### src/sv/multi_slot_reminder_alarm_unit_assert.svh
// assertion macros for the reminder alarm unit
// used by the top level only, needs a clock named clk and a reset named rst
`ifndef MULTI_SLOT_REMINDER_ALARM_UNIT_ASSERT_SVH
`define MULTI_SLOT_REMINDER_ALARM_UNIT_ASSERT_SVH

`ifndef SYNTH
`define MSRA_ASSERT(lbl, prop, msg) \
  lbl: assert property (@(posedge clk) disable iff (rst) prop) else $error(msg);
`define MSRA_ASSERT_ALWAYS(lbl, prop, msg) \
  lbl: assert property (@(posedge clk) prop) else $error(msg);
`else
`define MSRA_ASSERT(lbl, prop, msg)
`define MSRA_ASSERT_ALWAYS(lbl, prop, msg)
`endif

`endif

### src/sv/msra_pkg.sv
// shared types, codes and cadence constants of the reminder alarm unit
// no dependencies
`default_nettype none

package msra_pkg;

  localparam int SLOTS_DEF = 16;

  localparam logic [2:0] OP_LOAD    = 3'd0;
  localparam logic [2:0] OP_CLEAR   = 3'd1;
  localparam logic [2:0] OP_CHECK   = 3'd2;
  localparam logic [2:0] OP_TICK    = 3'd3;
  localparam logic [2:0] OP_DISMISS = 3'd4;

  localparam logic [1:0] KIND_OFF  = 2'd0;
  localparam logic [1:0] KIND_HOUR = 2'd2;

  localparam logic [1:0] LVL_NONE = 2'd0;
  localparam logic [1:0] LVL_DAY  = 2'd1;
  localparam logic [1:0] LVL_HOUR = 2'd2;
  localparam logic [1:0] LVL_NOW  = 2'd3;

  // rows: day, hour, now
  localparam logic [15:0] CAD_ON      [3] = '{16'd100, 16'd200, 16'd500};
  localparam logic [15:0] CAD_CYCLE   [3] = '{16'd2100, 16'd700, 16'd700};
  localparam logic [15:0] CAD_TIMEOUT [3] = '{16'd6000, 16'd20000, 16'd60000};

  typedef enum logic [1:0] {
    ST_IDLE,
    ST_SCAN,
    ST_ARM,
    ST_DONE
  } msra_state_t;

  function automatic logic [1:0] cad_row(input logic [1:0] lvl);
    logic [1:0] r;
    r = 2'd0;
    if (lvl == LVL_HOUR) r = 2'd1;
    if (lvl == LVL_NOW) r = 2'd2;
    return r;
  endfunction

  function automatic logic [15:0] cad_on(input logic [1:0] lvl);
    return CAD_ON[cad_row(lvl)];
  endfunction

  function automatic logic [15:0] cad_cycle(input logic [1:0] lvl);
    return CAD_CYCLE[cad_row(lvl)];
  endfunction

  function automatic logic [15:0] cad_timeout(input logic [1:0] lvl);
    return CAD_TIMEOUT[cad_row(lvl)];
  endfunction

endpackage

`default_nettype wire

### src/sv/multi_slot_reminder_alarm_unit.sv
// reminder alarm unit: slot table and fired flags in memories, scan sequencer,
// beep cadence. depends on msra_pkg and multi_slot_reminder_alarm_unit_assert.svh
//
// channel   dir  fields (low bit up)
// s_*       in   tuser: operation; tdata: slot, slot_kind, tomorrow, event_hour,
//                event_minute, now_hour, now_minute
// m_*       out  tdata: buzzer_on, reminder_active, reminder_level, reminder_slot,
//                just_armed
// cfg_*     in   active_slots, written whenever cfg_we is high
//
// results: load, clear, tick, dismiss, unused codes and a check while armed or
// with nothing to scan go from idle straight to done; a scanning check passes
// through scan and arm, one slot per cycle through the slot table read port.
// reset is immediate: fired flags carry one valid bit per slot, the slot table
// needs no clearing. a request is taken while a result waits in the output
// register and then holds in its last step until m_tready frees the register.
`default_nettype none

module multi_slot_reminder_alarm_unit #(
  parameter int SLOTS = msra_pkg::SLOTS_DEF
) (
  input  wire logic        clk,
  input  wire logic        rst,
  input  wire logic        cfg_we,
  input  wire logic [4:0]  cfg_wdata,
  input  wire logic        s_tvalid,
  output logic             s_tready,
  input  wire logic [2:0]  s_tuser,   // operation
  input  wire logic [31:0] s_tdata,   // slot, slot_kind, tomorrow, event_hour,
                                      // event_minute, now_hour, now_minute
  output logic             m_tvalid,
  input  wire logic        m_tready,
  output logic [15:0]      m_tdata    // buzzer_on, reminder_active,
                                      // reminder_level, reminder_slot, just_armed
);

  localparam int IW = (SLOTS > 1) ? $clog2(SLOTS) : 1;
  localparam int CW = $clog2(SLOTS + 1);
  localparam int LW = (CW > 5) ? CW : 5;

  // input fields
  logic [2:0] in_op;
  logic [3:0] in_slot;
  logic [1:0] in_kind;
  logic       in_tmr;
  logic [4:0] in_eh;
  logic [5:0] in_em;
  logic [4:0] in_nh;
  logic [5:0] in_nm;

  assign in_op   = s_tuser;
  assign in_slot = s_tdata[3:0];
  assign in_kind = s_tdata[5:4];
  assign in_tmr  = s_tdata[6];
  assign in_eh   = s_tdata[11:7];
  assign in_em   = s_tdata[17:12];
  assign in_nh   = s_tdata[22:18];
  assign in_nm   = s_tdata[28:23];

  // memories
  logic [13:0] table_mem [SLOTS];
  logic [2:0]  fired_mem [SLOTS];
  logic [13:0] table_q;
  logic [2:0]  fired_q;
  logic        fired_ok_q;
  logic [SLOTS-1:0] fired_ok;

  // control and status
  msra_pkg::msra_state_t state, state_next;
  logic [4:0]    active_slots;
  logic [LW-1:0] limit, limit_in, idx;
  logic          rd_vld;
  logic [4:0]    now_h;
  logic [5:0]    now_m;
  logic [1:0]    best_level;
  logic [IW-1:0] best_idx, rd_idx;
  logic [2:0]    best_fired;
  logic          armed;
  logic [1:0]    armed_level;
  logic [IW-1:0] armed_slot;
  logic [15:0]   elapsed;
  logic [11:0]   phase;
  logic          just_armed;

  // combinational controls
  logic          accept, scan_issue, arm_go, out_load, load_we, fired_we;
  logic [IW-1:0] load_addr;
  logic [2:0]    fired_wdata;
  logic [1:0]    cand_level;
  logic [2:0]    cand_fired;
  logic          cand_hit;
  logic [15:0]   elapsed_inc;
  logic [11:0]   phase_inc;
  logic          timeout_hit, phase_wrap, buzzer;

  // the scan limit, active_slots clipped to the table depth
  assign limit_in = (LW'(active_slots) > LW'(SLOTS)) ? LW'(SLOTS) : LW'(active_slots);
  assign load_addr = IW'(in_slot);

  // next state
  always_comb begin
    state_next = state;
    unique case (state)
      msra_pkg::ST_IDLE: begin
        if (s_tvalid) begin
          if (in_op == msra_pkg::OP_CHECK && !armed && limit_in != '0) begin
            state_next = msra_pkg::ST_SCAN;
          end else begin
            state_next = msra_pkg::ST_DONE;
          end
        end
      end
      msra_pkg::ST_SCAN: begin
        if (!scan_issue && !rd_vld) state_next = msra_pkg::ST_ARM;
      end
      msra_pkg::ST_ARM: state_next = msra_pkg::ST_DONE;
      msra_pkg::ST_DONE: begin
        if (!m_tvalid || m_tready) state_next = msra_pkg::ST_IDLE;
      end
      default: state_next = msra_pkg::ST_IDLE;
    endcase
  end

  // outputs of the sequencer
  always_comb begin
    s_tready   = (state == msra_pkg::ST_IDLE);
    accept     = s_tready && s_tvalid;
    scan_issue = (state == msra_pkg::ST_SCAN) && (idx < limit);
    arm_go     = (state == msra_pkg::ST_ARM) && (best_level != msra_pkg::LVL_NONE);
    out_load   = (state == msra_pkg::ST_DONE) && (!m_tvalid || m_tready);
    load_we    = accept && (in_op == msra_pkg::OP_LOAD) && (32'(in_slot) < SLOTS);
    fired_we   = arm_go;
    fired_wdata = best_fired | (3'd1 << (best_level - 2'd1));
  end

  // candidate from the slot read last cycle
  always_comb begin
    logic [1:0] kind;
    logic       tmr;
    kind = table_q[13:12];
    tmr  = table_q[11];
    if (tmr) cand_level = msra_pkg::LVL_DAY;
    else if (kind == msra_pkg::KIND_HOUR) cand_level = msra_pkg::LVL_HOUR;
    else cand_level = msra_pkg::LVL_NOW;
    cand_fired = fired_ok_q ? fired_q : 3'd0;
    cand_hit = rd_vld && (kind != msra_pkg::KIND_OFF)
             && !cand_fired[2'(cand_level - 2'd1)]
             && (table_q[10:6] == now_h) && (table_q[5:0] == now_m)
             && (cand_level > best_level);
  end

  // cadence
  always_comb begin
    elapsed_inc = (elapsed != 16'hFFFF) ? elapsed + 16'd1 : elapsed;
    timeout_hit = elapsed_inc >= msra_pkg::cad_timeout(armed_level);
    phase_inc   = phase + 12'd1;
    phase_wrap  = {4'd0, phase_inc} >= msra_pkg::cad_cycle(armed_level);
    buzzer      = armed && ({4'd0, phase} < msra_pkg::cad_on(armed_level));
  end

  // memories
  always_ff @(posedge clk) begin
    if (load_we) table_mem[load_addr] <= {in_kind, in_tmr, in_eh, in_em};
    if (scan_issue) begin
      table_q    <= table_mem[idx[IW-1:0]];
      fired_q    <= fired_mem[idx[IW-1:0]];
      fired_ok_q <= fired_ok[idx[IW-1:0]];
    end
    if (fired_we) fired_mem[best_idx] <= fired_wdata;
  end

  // sequencer and status registers
  always_ff @(posedge clk) begin
    if (rst) begin
      state        <= msra_pkg::ST_IDLE;
      active_slots <= 5'd0;
      fired_ok     <= '0;
      rd_vld       <= 1'b0;
      armed        <= 1'b0;
      armed_level  <= msra_pkg::LVL_NONE;
      armed_slot   <= '0;
      elapsed      <= 16'd0;
      phase        <= 12'd0;
      just_armed   <= 1'b0;
      m_tvalid     <= 1'b0;
    end else begin
      state <= state_next;
      if (cfg_we) active_slots <= cfg_wdata;

      if (accept) begin
        now_h      <= in_nh;
        now_m      <= in_nm;
        idx        <= '0;
        limit      <= limit_in;
        best_level <= msra_pkg::LVL_NONE;
        best_idx   <= '0;
        best_fired <= 3'd0;
        just_armed <= 1'b0;
        unique case (in_op)
          msra_pkg::OP_CLEAR: fired_ok <= '0;
          msra_pkg::OP_TICK: begin
            if (armed) begin
              if (timeout_hit) begin
                armed       <= 1'b0;
                armed_level <= msra_pkg::LVL_NONE;
                armed_slot  <= '0;
                elapsed     <= 16'd0;
                phase       <= 12'd0;
              end else begin
                elapsed <= elapsed_inc;
                phase   <= phase_wrap ? 12'd0 : phase_inc;
              end
            end
          end
          msra_pkg::OP_DISMISS: begin
            armed       <= 1'b0;
            armed_level <= msra_pkg::LVL_NONE;
            armed_slot  <= '0;
            elapsed     <= 16'd0;
            phase       <= 12'd0;
          end
          // load is handled by the memory block, check by the scan,
          // unused codes only report status
          default: ;
        endcase
      end

      if (scan_issue) begin
        idx    <= idx + LW'(1);
        rd_idx <= idx[IW-1:0];
      end
      rd_vld <= scan_issue;

      // strict greater keeps the lowest slot on equal levels
      if (cand_hit) begin
        best_level <= cand_level;
        best_idx   <= rd_idx;
        best_fired <= cand_fired;
      end

      if (arm_go) begin
        armed              <= 1'b1;
        armed_level        <= best_level;
        armed_slot         <= best_idx;
        elapsed            <= 16'd0;
        phase              <= 12'd0;
        just_armed         <= 1'b1;
        fired_ok[best_idx] <= 1'b1;
      end

      if (out_load) begin
        m_tvalid <= 1'b1;
      end else if (m_tready) begin
        m_tvalid <= 1'b0;
      end
    end
  end

  // result payload
  always_ff @(posedge clk) begin
    if (out_load) begin
      m_tdata <= {7'd0, just_armed, 4'(armed_slot), armed_level, armed, buzzer};
    end
  end

  `include "multi_slot_reminder_alarm_unit_assert.svh"

  `MSRA_ASSERT(a_armed_has_level, armed |-> (armed_level != msra_pkg::LVL_NONE), "armed with no level")
  `MSRA_ASSERT(a_fresh_is_active, (m_tvalid && m_tdata[8]) |-> (m_tdata[1] && m_tdata[3:2] != 2'd0), "just armed result without active reminder")
  `MSRA_ASSERT(a_accept_leaves_idle, (s_tvalid && s_tready) |=> (state != msra_pkg::ST_IDLE), "request taken but sequencer stayed idle")
  `MSRA_ASSERT_ALWAYS(a_scan_only_unarmed, (!rst && state == msra_pkg::ST_SCAN) |-> !armed, "slot scan running while armed")

endmodule

`default_nettype wire
### config.mk
export PLATFORM = sky130hd
export DESIGN_NAME = multi_slot_reminder_alarm_unit
export DESIGN_NICKNAME = d
export VERILOG_FILES = /design/src/sv/msra_pkg.sv /design/src/sv/multi_slot_reminder_alarm_unit.sv
export VERILOG_INCLUDE_DIRS = /design/src /design/src/sv
export SDC_FILE = /design/constraint.sdc
export NUM_CORES = 1
export LEC_CHECK = 0
export ABC_AREA = 1
export BUFFER_PORTS_ARGS = -buffer_cell sky130_fd_sc_hd__buf_2
export CAP_MARGIN = 40
export CELL_PAD_IN_SITES_DETAIL_PLACEMENT = 0
export CELL_PAD_IN_SITES_GLOBAL_PLACEMENT = 1
export CORE_UTILIZATION = 35
export CTS_CLUSTER_DIAMETER = 80
export DETAILED_ROUTE_END_ITERATION = 7
export PLACE_DENSITY_LB_ADDON = 0.3
export SETUP_SLACK_MARGIN = 0.2
export SYNTH_ARGS = -nofsm -noshare
export SYNTH_HDL_FRONTEND = slang
export SYNTH_SLANG_ARGS = --single-unit
### constraint.sdc
create_clock -name clk -period 2.71 [get_ports clk]
set_input_delay 0.4065 -clock clk [delete_from_list [all_inputs] [get_ports clk]]
set_output_delay 0.4065 -clock clk [all_outputs]
set_load 0.02 [all_outputs]
# After elaboration in Yosys (flattened, before gate mapping)
# Memories as Yosys holds them, arrays and structs flattened. A register that Yosys moved wholly into a read port is not among the register bits.
# Cells that the tools add are included.
dict set report totals {
  inputBits 45
  memories 2
  ff_bits 105
  elab_cells 173
  output_inout_bits 18
  ramBits 272
}
# memory words word_bits rd rd_clocked_by_memory_dff wr line
set memory_table {}
lappend memory_table {table_mem 16 14 1 1 1 multi_slot_reminder_alarm_unit.sv:61} ;# logic [13:0] table_mem [SLOTS];
lappend memory_table {fired_mem 16 3 1 1 1 multi_slot_reminder_alarm_unit.sv:62} ;# logic [2:0] fired_mem [SLOTS];
dict set report classes {
  addsub 5
  bitwise 4
  n_mux 69
  shifts 1
  reduce_logical 41
  order_cmp 11
  n_eq_ne 19
}
# op n
set op_table {}
lappend op_table {{two-way mux 16 bit} 13}
lappend op_table {{binary-select mux 16 bit (select 2 bit)} 3}
lappend op_table {{two-way mux 12 bit} 3}
lappend op_table {{one-hot mux 16 bit (2 select lines)} 1}
lappend op_table {{two-way mux 2 bit} 12}
lappend op_table {{two-way mux 4 bit} 6}
lappend op_table {{one-hot mux 12 bit (2 select lines)} 1}
lappend op_table {{two-way mux 1 bit} 17}
lappend op_table {{adder 16 x 1 -> 16 bit, second input constant} 1}
lappend op_table {{>= comparator 12 x 16 -> 1 bit} 1}
lappend op_table {{>= comparator 16 bit} 1}
lappend op_table {{< comparator 12 x 16 -> 1 bit} 1}
lappend op_table {{!= test 16 bit, second input constant} 1}
lappend op_table {{bitwise OR 16 bit} 1}
lappend op_table {{logical AND 1 bit} 15}
lappend op_table {{two-way mux 5 bit} 3}
lappend op_table {{nonzero test 2 bit} 7}
lappend op_table {{adder 12 x 1 -> 12 bit, second input constant} 1}
lappend op_table {{equality test 2 bit, second input constant} 5}
lappend op_table {{< comparator 4 x 5 -> 1 bit, second input constant} 2}
lappend op_table {{AND reduction 2 bit} 5}
lappend op_table {{two-way mux 3 bit} 3}
lappend op_table {{!= test 2 bit, second input constant} 4}
lappend op_table {{one-hot mux 2 bit (4 select lines)} 1}
lappend op_table {{other kinds (34)} 42}

# Longest topological paths before layout
dict set report logic_depth {
  depth_word 13
  mapped_depth 23
  ltp_nobuf 22
}

# Worst setup path before layout
# OpenSTA, ideal clock, no wires.
dict set report synth_path {
  kind {reg-to-reg}
  start {register state[0]}
  end {memory table_mem[3][0] (enable)}
  setup_slack_ns -0.070
  setup_time_ns 0.403
  path_stages_with_launch 9
  arrival_time_ns 2.377
  required_time_ns 2.307
  cell_sequence {dfxtp_1 -> inv_1 -> ha_1 -> nand2_1 -> nor2_1 -> nand2_1 -> inv_1 -> nand3_1 -> nor3_1}
}
dict set report synth_between {
  elab_chain_len 5
}
# item line
set synth_lines {}
lappend synth_lines {{start, declared} multi_slot_reminder_alarm_unit.sv:69} ;# msra_pkg::msra_state_t state, state_next;
lappend synth_lines {{start signal, assigned} multi_slot_reminder_alarm_unit.sv:175} ;# state <= msra_pkg::ST_IDLE;
lappend synth_lines {{start signal, assigned} multi_slot_reminder_alarm_unit.sv:187} ;# state <= state_next;
lappend synth_lines {{zero test 2 bit} multi_slot_reminder_alarm_unit.sv:126} ;# s_tready = (state == msra_pkg::ST_IDLE);
lappend synth_lines {{via s_tready} multi_slot_reminder_alarm_unit.sv:27} ;# output logic s_tready,
lappend synth_lines {{logical AND 1 bit} multi_slot_reminder_alarm_unit.sv:127} ;# accept = s_tready && s_tvalid;
lappend synth_lines {{logical AND 1 bit} multi_slot_reminder_alarm_unit.sv:131} ;# load_we = accept && (in_op == msra_pkg::OP_LOAD) && (32'(in_slot) < SLOTS);
lappend synth_lines {{two-way mux 1 bit} multi_slot_reminder_alarm_unit.sv:163} ;# if (load_we) table_mem[load_addr] <= {in_kind, in_tmr, in_eh, in_em};
lappend synth_lines {{two-way mux 1 bit (not written as such)} multi_slot_reminder_alarm_unit.sv:163}
lappend synth_lines {{end, declared} multi_slot_reminder_alarm_unit.sv:61}
# The timed path passes the listed nets, and every way through them passes these cells.

# Worst setup path in the final report
dict set report layout_path {
  start {register elapsed[9]}
  end {register phase[8]}
}
dict set report layout_between {
  elab_chain_len 6
}
# item line
set layout_lines {}
lappend layout_lines {{start, declared} multi_slot_reminder_alarm_unit.sv:81} ;# logic [15:0] elapsed;
lappend layout_lines {{start signal, assigned} multi_slot_reminder_alarm_unit.sv:210} ;# elapsed <= elapsed_inc;
lappend layout_lines {{adder 16 x 1 -> 16 bit / != test 16 bit (equally long branches)} multi_slot_reminder_alarm_unit.sv:154} ;# elapsed_inc = (elapsed != 16'hFFFF) ? elapsed + 16'd1 : elapsed;
lappend layout_lines {{two-way mux 16 bit (*)} multi_slot_reminder_alarm_unit.sv:154}
lappend layout_lines {{>= comparator 16 bit (*)} multi_slot_reminder_alarm_unit.sv:155} ;# timeout_hit = elapsed_inc >= msra_pkg::cad_timeout(armed_level);
lappend layout_lines {{two-way mux 12 bit (*)} multi_slot_reminder_alarm_unit.sv:203} ;# if (timeout_hit) begin
lappend layout_lines {{two-way mux 12 bit (*)} multi_slot_reminder_alarm_unit.sv:202} ;# if (armed) begin
lappend layout_lines {{one-hot mux 12 bit (2 select lines) (*)} multi_slot_reminder_alarm_unit.sv:199} ;# unique case (in_op)
lappend layout_lines {{end signal, assigned} multi_slot_reminder_alarm_unit.sv:211} ;# phase <= phase_wrap ? 12'd0 : phase_inc;
lappend layout_lines {{end, declared} multi_slot_reminder_alarm_unit.sv:82} ;# logic [11:0] phase;
# Mark *: on every way between the ends. The rest lies on a longest branch, timed or not. The select of a mux whose other input is x is not followed.
# A chain may end at the register's enable or synchronous reset.

==> impl_metrics.yaml <==
critical_path:
  crit_arrival_ns: 3.27
  r2r_end: "phase[8]$_SDFFE_PP0P_"
  rr_worst_depth: 18
  critical_path.max_fanout: 8
  required_ns: 3.20
  regToRegStartpoint: "elapsed[9]$_SDFFE_PP0P_"
  regToRegSetupSlack_ns: -0.07
  cp-end-kind: "flip-flop"
  worstSetupStartpointType: "flip-flop"
  criticalPathCategory: "reg2reg"
sta:
  drv_slew: 0
  tightest_slew_ns: 0.703
  relSlewSlack_pct: 53.1
  setup_tns_ns: -0.830
  finalCriticalPeriod_ns: 2.78
  fin_ws_ns: -0.0713
  grt_setup_unrepaired: "yes"
  fmax_ghz: 0.360
  setup_viol: 22
  worst_hold_slack_ns: 0.0323
  finClkSkew_ns: 0.0150
  post-route-period-util_pct: 103
  finalHoldViolations: 0
global_routing:
  overflow: 0
  grt_max_degree: 148
  antenna_found_initial: 3
  grt_pass1_vias: 11200
  grt_pass1_wl_mm: 63.5
  grtUsageTotal_pct: 16.6
drt:
  drc: 0
  ant_nets: 0
  initialDrtViolationCount: 679
  wire_per_inst_um: 17.9
  vias: 11400
  drt_wl_total_mm: 40.9
  vias_per_cell: 5.01
  dr.pass1.iters: 5
finish:
  areaGrowthSynthToFinish_pct: 19.3
  diodes: 0
  fin_nets: 1712
  final_util_pct: 42.4
  drive_gt1_share_pct: 17.1
logic_synthesis:
  yosysTopAreaCell: "edfxtp_1"
  yosys_register_bits: 394
  synth_cell_types: 46
  yosys_warnings: 0
  yosysTopAreaCellShare_pct: 58.8
  synthesis.area_um2: 17000
  syn_inst: 1497
  synth-edff-count: 333
  synthFlopType: "edfxtp_1"
  synthSimpleGateAreaFrac_pct: 14.2
  synth_seq_area_share_pct: 65.9
  muxShareOfSynthArea_pct: 1.71
  synthArstFlopShare_pct: 0
  synth_xor_xnor_area_share_pct: 1.24
  netlist_top_cells_count: "edfxtp_1 (333), nor2_1 (247), nand2_1 (196)"
  synth_area_leaders: "edfxtp_1 (59%), dfxtp_1 (7.2%), nor2_1 (5.4%), nand2_1 (4.3%), ha_1 (2.8%)"
  synthAdderAreaFrac_pct: 2.79
  synth-compound-area-share_pct: 9.49
  synth_top_family_by_area: "simple AND/OR/NAND/NOR gates"
  synth.avg_cell_area_um2: 11.4
  yosysMostFrequentCell: "edfxtp_1"
cts:
  cts_tree: "done"
  clk_pin_slew_worst_paths_ns: 0.06
  cts_buffer_depth: 3
  cts_buffers: 43
  htree_levels: 2
  root_buffer: "clkbuf_16"
  worstSkewPairLatency_ns: 0.56
  clock_sinks: 394
hold_path:
  hold_path.class: "in2reg"
  min_from: "s_tdata[18]"
  hold_path_depth: 1
  holdPathEnd: "now_h[0]$_DFFE_PP_"
floorplanning:
  num_rows: 80
  coreArea_um2: 47800
  die_w_um: 222
  start_util_pct: 35.6
  die-area_um2: 49500
  die_h_um: 222
  io_pins: 63
status:
  outcome: "complete, but fails checks"
  violations: "negative setup slack"
place:
  io_buffers: 52
  dp_slack_ns: -0.0487
  dp_hpwl_mm: 25.7
  gp_congestion: 0.761
job:
  maxCapViolations: 0
power_and_ir_drop:
  vdd_drop_max_uv: 480
  powerDensity_nw_per_um2: 759
  leakage_nw: 7.50
==> flip-flops by register name (all words and copies together) (netlist names), 2 cells and up <==
| register | count |
|---|---|
| armed_level | 2 |
| fired_mem | 48 |
| state | 2 |
| best_level | 2 |
| m_tdata | 9 |
| armed_slot | 4 |
| elapsed | 16 |
| table_q | 14 |
| phase | 12 |
| active_slots | 5 |
| idx | 5 |
| fired_ok | 16 |
| now_m | 6 |
| limit | 5 |
| rd_idx | 4 |
| fired_q | 3 |
| now_h | 5 |
| table_mem | 224 |
| best_idx | 4 |
| best_fired | 3 |
==> cell type report <==
type / instances / area [µm²]
multi-input cells: 926 / 5280
clock inverters: 21 / 165
flip-flops and latches: 394 / 11200
fillers: 4469 / 27600
inverters: 113 / 425
repair buffers: 151 / 1240
clock buffers: 58 / 1160
well taps: 615 / 769
==> worst max-delay path, cell delays in order, from the launching register on <==
cell     delay (ns)
dfxtp_2        0.33
nand2_2        0.07
nor2_2         0.14
nand2_1        0.12
nor2_4         0.16
nand2_4        0.07
nand3_4        0.10
buf_4          0.13
xor2_2         0.18
ha_1           0.28
a21oi_1        0.15
o21ai_1        0.10
a21oi_2        0.20
nand2_4        0.10
nor2_8         0.14
buf_12         0.12
buf_16         0.11
nand4_1        0.07
a21oi_1        0.14
==> cell usage in the layout, fill, tap and decap left out, types with 12 or more instances in the layout <==
cell	netlist	layout
clkbuf_16	0	44
mux2i_1	29	29
ha_1	38	37
nand2_1	196	186
inv_1	107	103
nand4_1	15	15
buf_12	0	15
o32ai_1	43	43
buf_2	14	52
o221ai_1	29	29
clkbuf_1	41	13
o21ai_0	87	84
conb_1	1	13
nor2_1	247	242
clkinv_1	2	13
edfxtp_1	333	333
nand2_2	4	12
nand3_1	69	64
a21oi_1	72	65
buf_4	10	75
dfxtp_1	61	50
xor2_1	16	14
==> metal layers <==
| metal | vias to the layer above | share of wire [%] | track usage [%] |
|---|---|---|---|
| met3 | 57 | 4.5 | 2.83 |
| met1 | 5546 | 47 | 23.1 |
| met4 | 6 | 1.9 | 4.89 |
| met2 | 221 | 46 | 26.5 |
| met5 | - | 0.088 | 0 |
| li1 | 5573 | - | - |
==> logic make-up (layout without fill, tap and decap cells) <==
kind of cell               after synthesis  in the layout
and+or+nand+nor                        566            566
DFF                                    394            394
AOI/OAI and AO/OA                      256            256
buffers and inverters                  189            343
adders and majority gates               38             38
muxes                                   29             29
xor gates and xnor gates                24             24
other                                    1             13
==> how the worst max path moves through the flow <==
stage	end	start	slack [ns]
6_report	phase[8]$_SDFFE_PP0P_	elapsed[9]$_SDFFE_PP0P_	-0.07
4_1_cts	phase[8]$_SDFFE_PP0P_	elapsed[6]$_SDFFE_PP0P_	-0.03
2_1_floorplan	table_mem[3][0]$_DFFE_PP_	state[0]$_SDFFE_PP0P_	-0.07
3_3_place_gp	phase[8]$_SDFFE_PP0P_	elapsed[7]$_SDFFE_PP0P_	-0.02
3_5_place_dp	phase[5]$_SDFFE_PP0P_	elapsed[1]$_SDFFE_PP0P_	-0.05
5_1_grt	phase[11]$_SDFFE_PP0P_	elapsed[8]$_SDFFE_PP0P_	-0.26
==> metrics by stage <==
| stage | cell area [µm²] | total power [mW] | instances |
|---|---|---|---|
| after global routing | 20300 | 16.1 | 2278 |
| after detailed placement | 18600 | 9.95 | 2183 |
| final | 20300 | 15.4 | 2278 |
| after floorplan | 17100 | 8.95 | 1509 |
| after CTS | 20200 | 15.6 | 2276 |
| after global placement | 18600 | 9.92 | 2183 |
==> where the power goes <==
group	leakage, nW	internal [mW]	switching (mW)
combinational	3.35	0.892	1.86
sequential	3.51	6.94	0.164
clock	0.638	3.21	2.34
total	7.50	11.0	4.36
==> timing repair <==
action / in CTS / in global routing
buffers inserted: 10 / 2
pin swaps: 16 / 7
gates cloned: 2 / 0
endpoints found under the hold margin: 2 / 0
hold buffers: 2 / 0
endpoints found under the setup margin: 35 / 117
gates resized for setup: 40 / 23
Note: power is estimated with default switching activity, not from simulation.
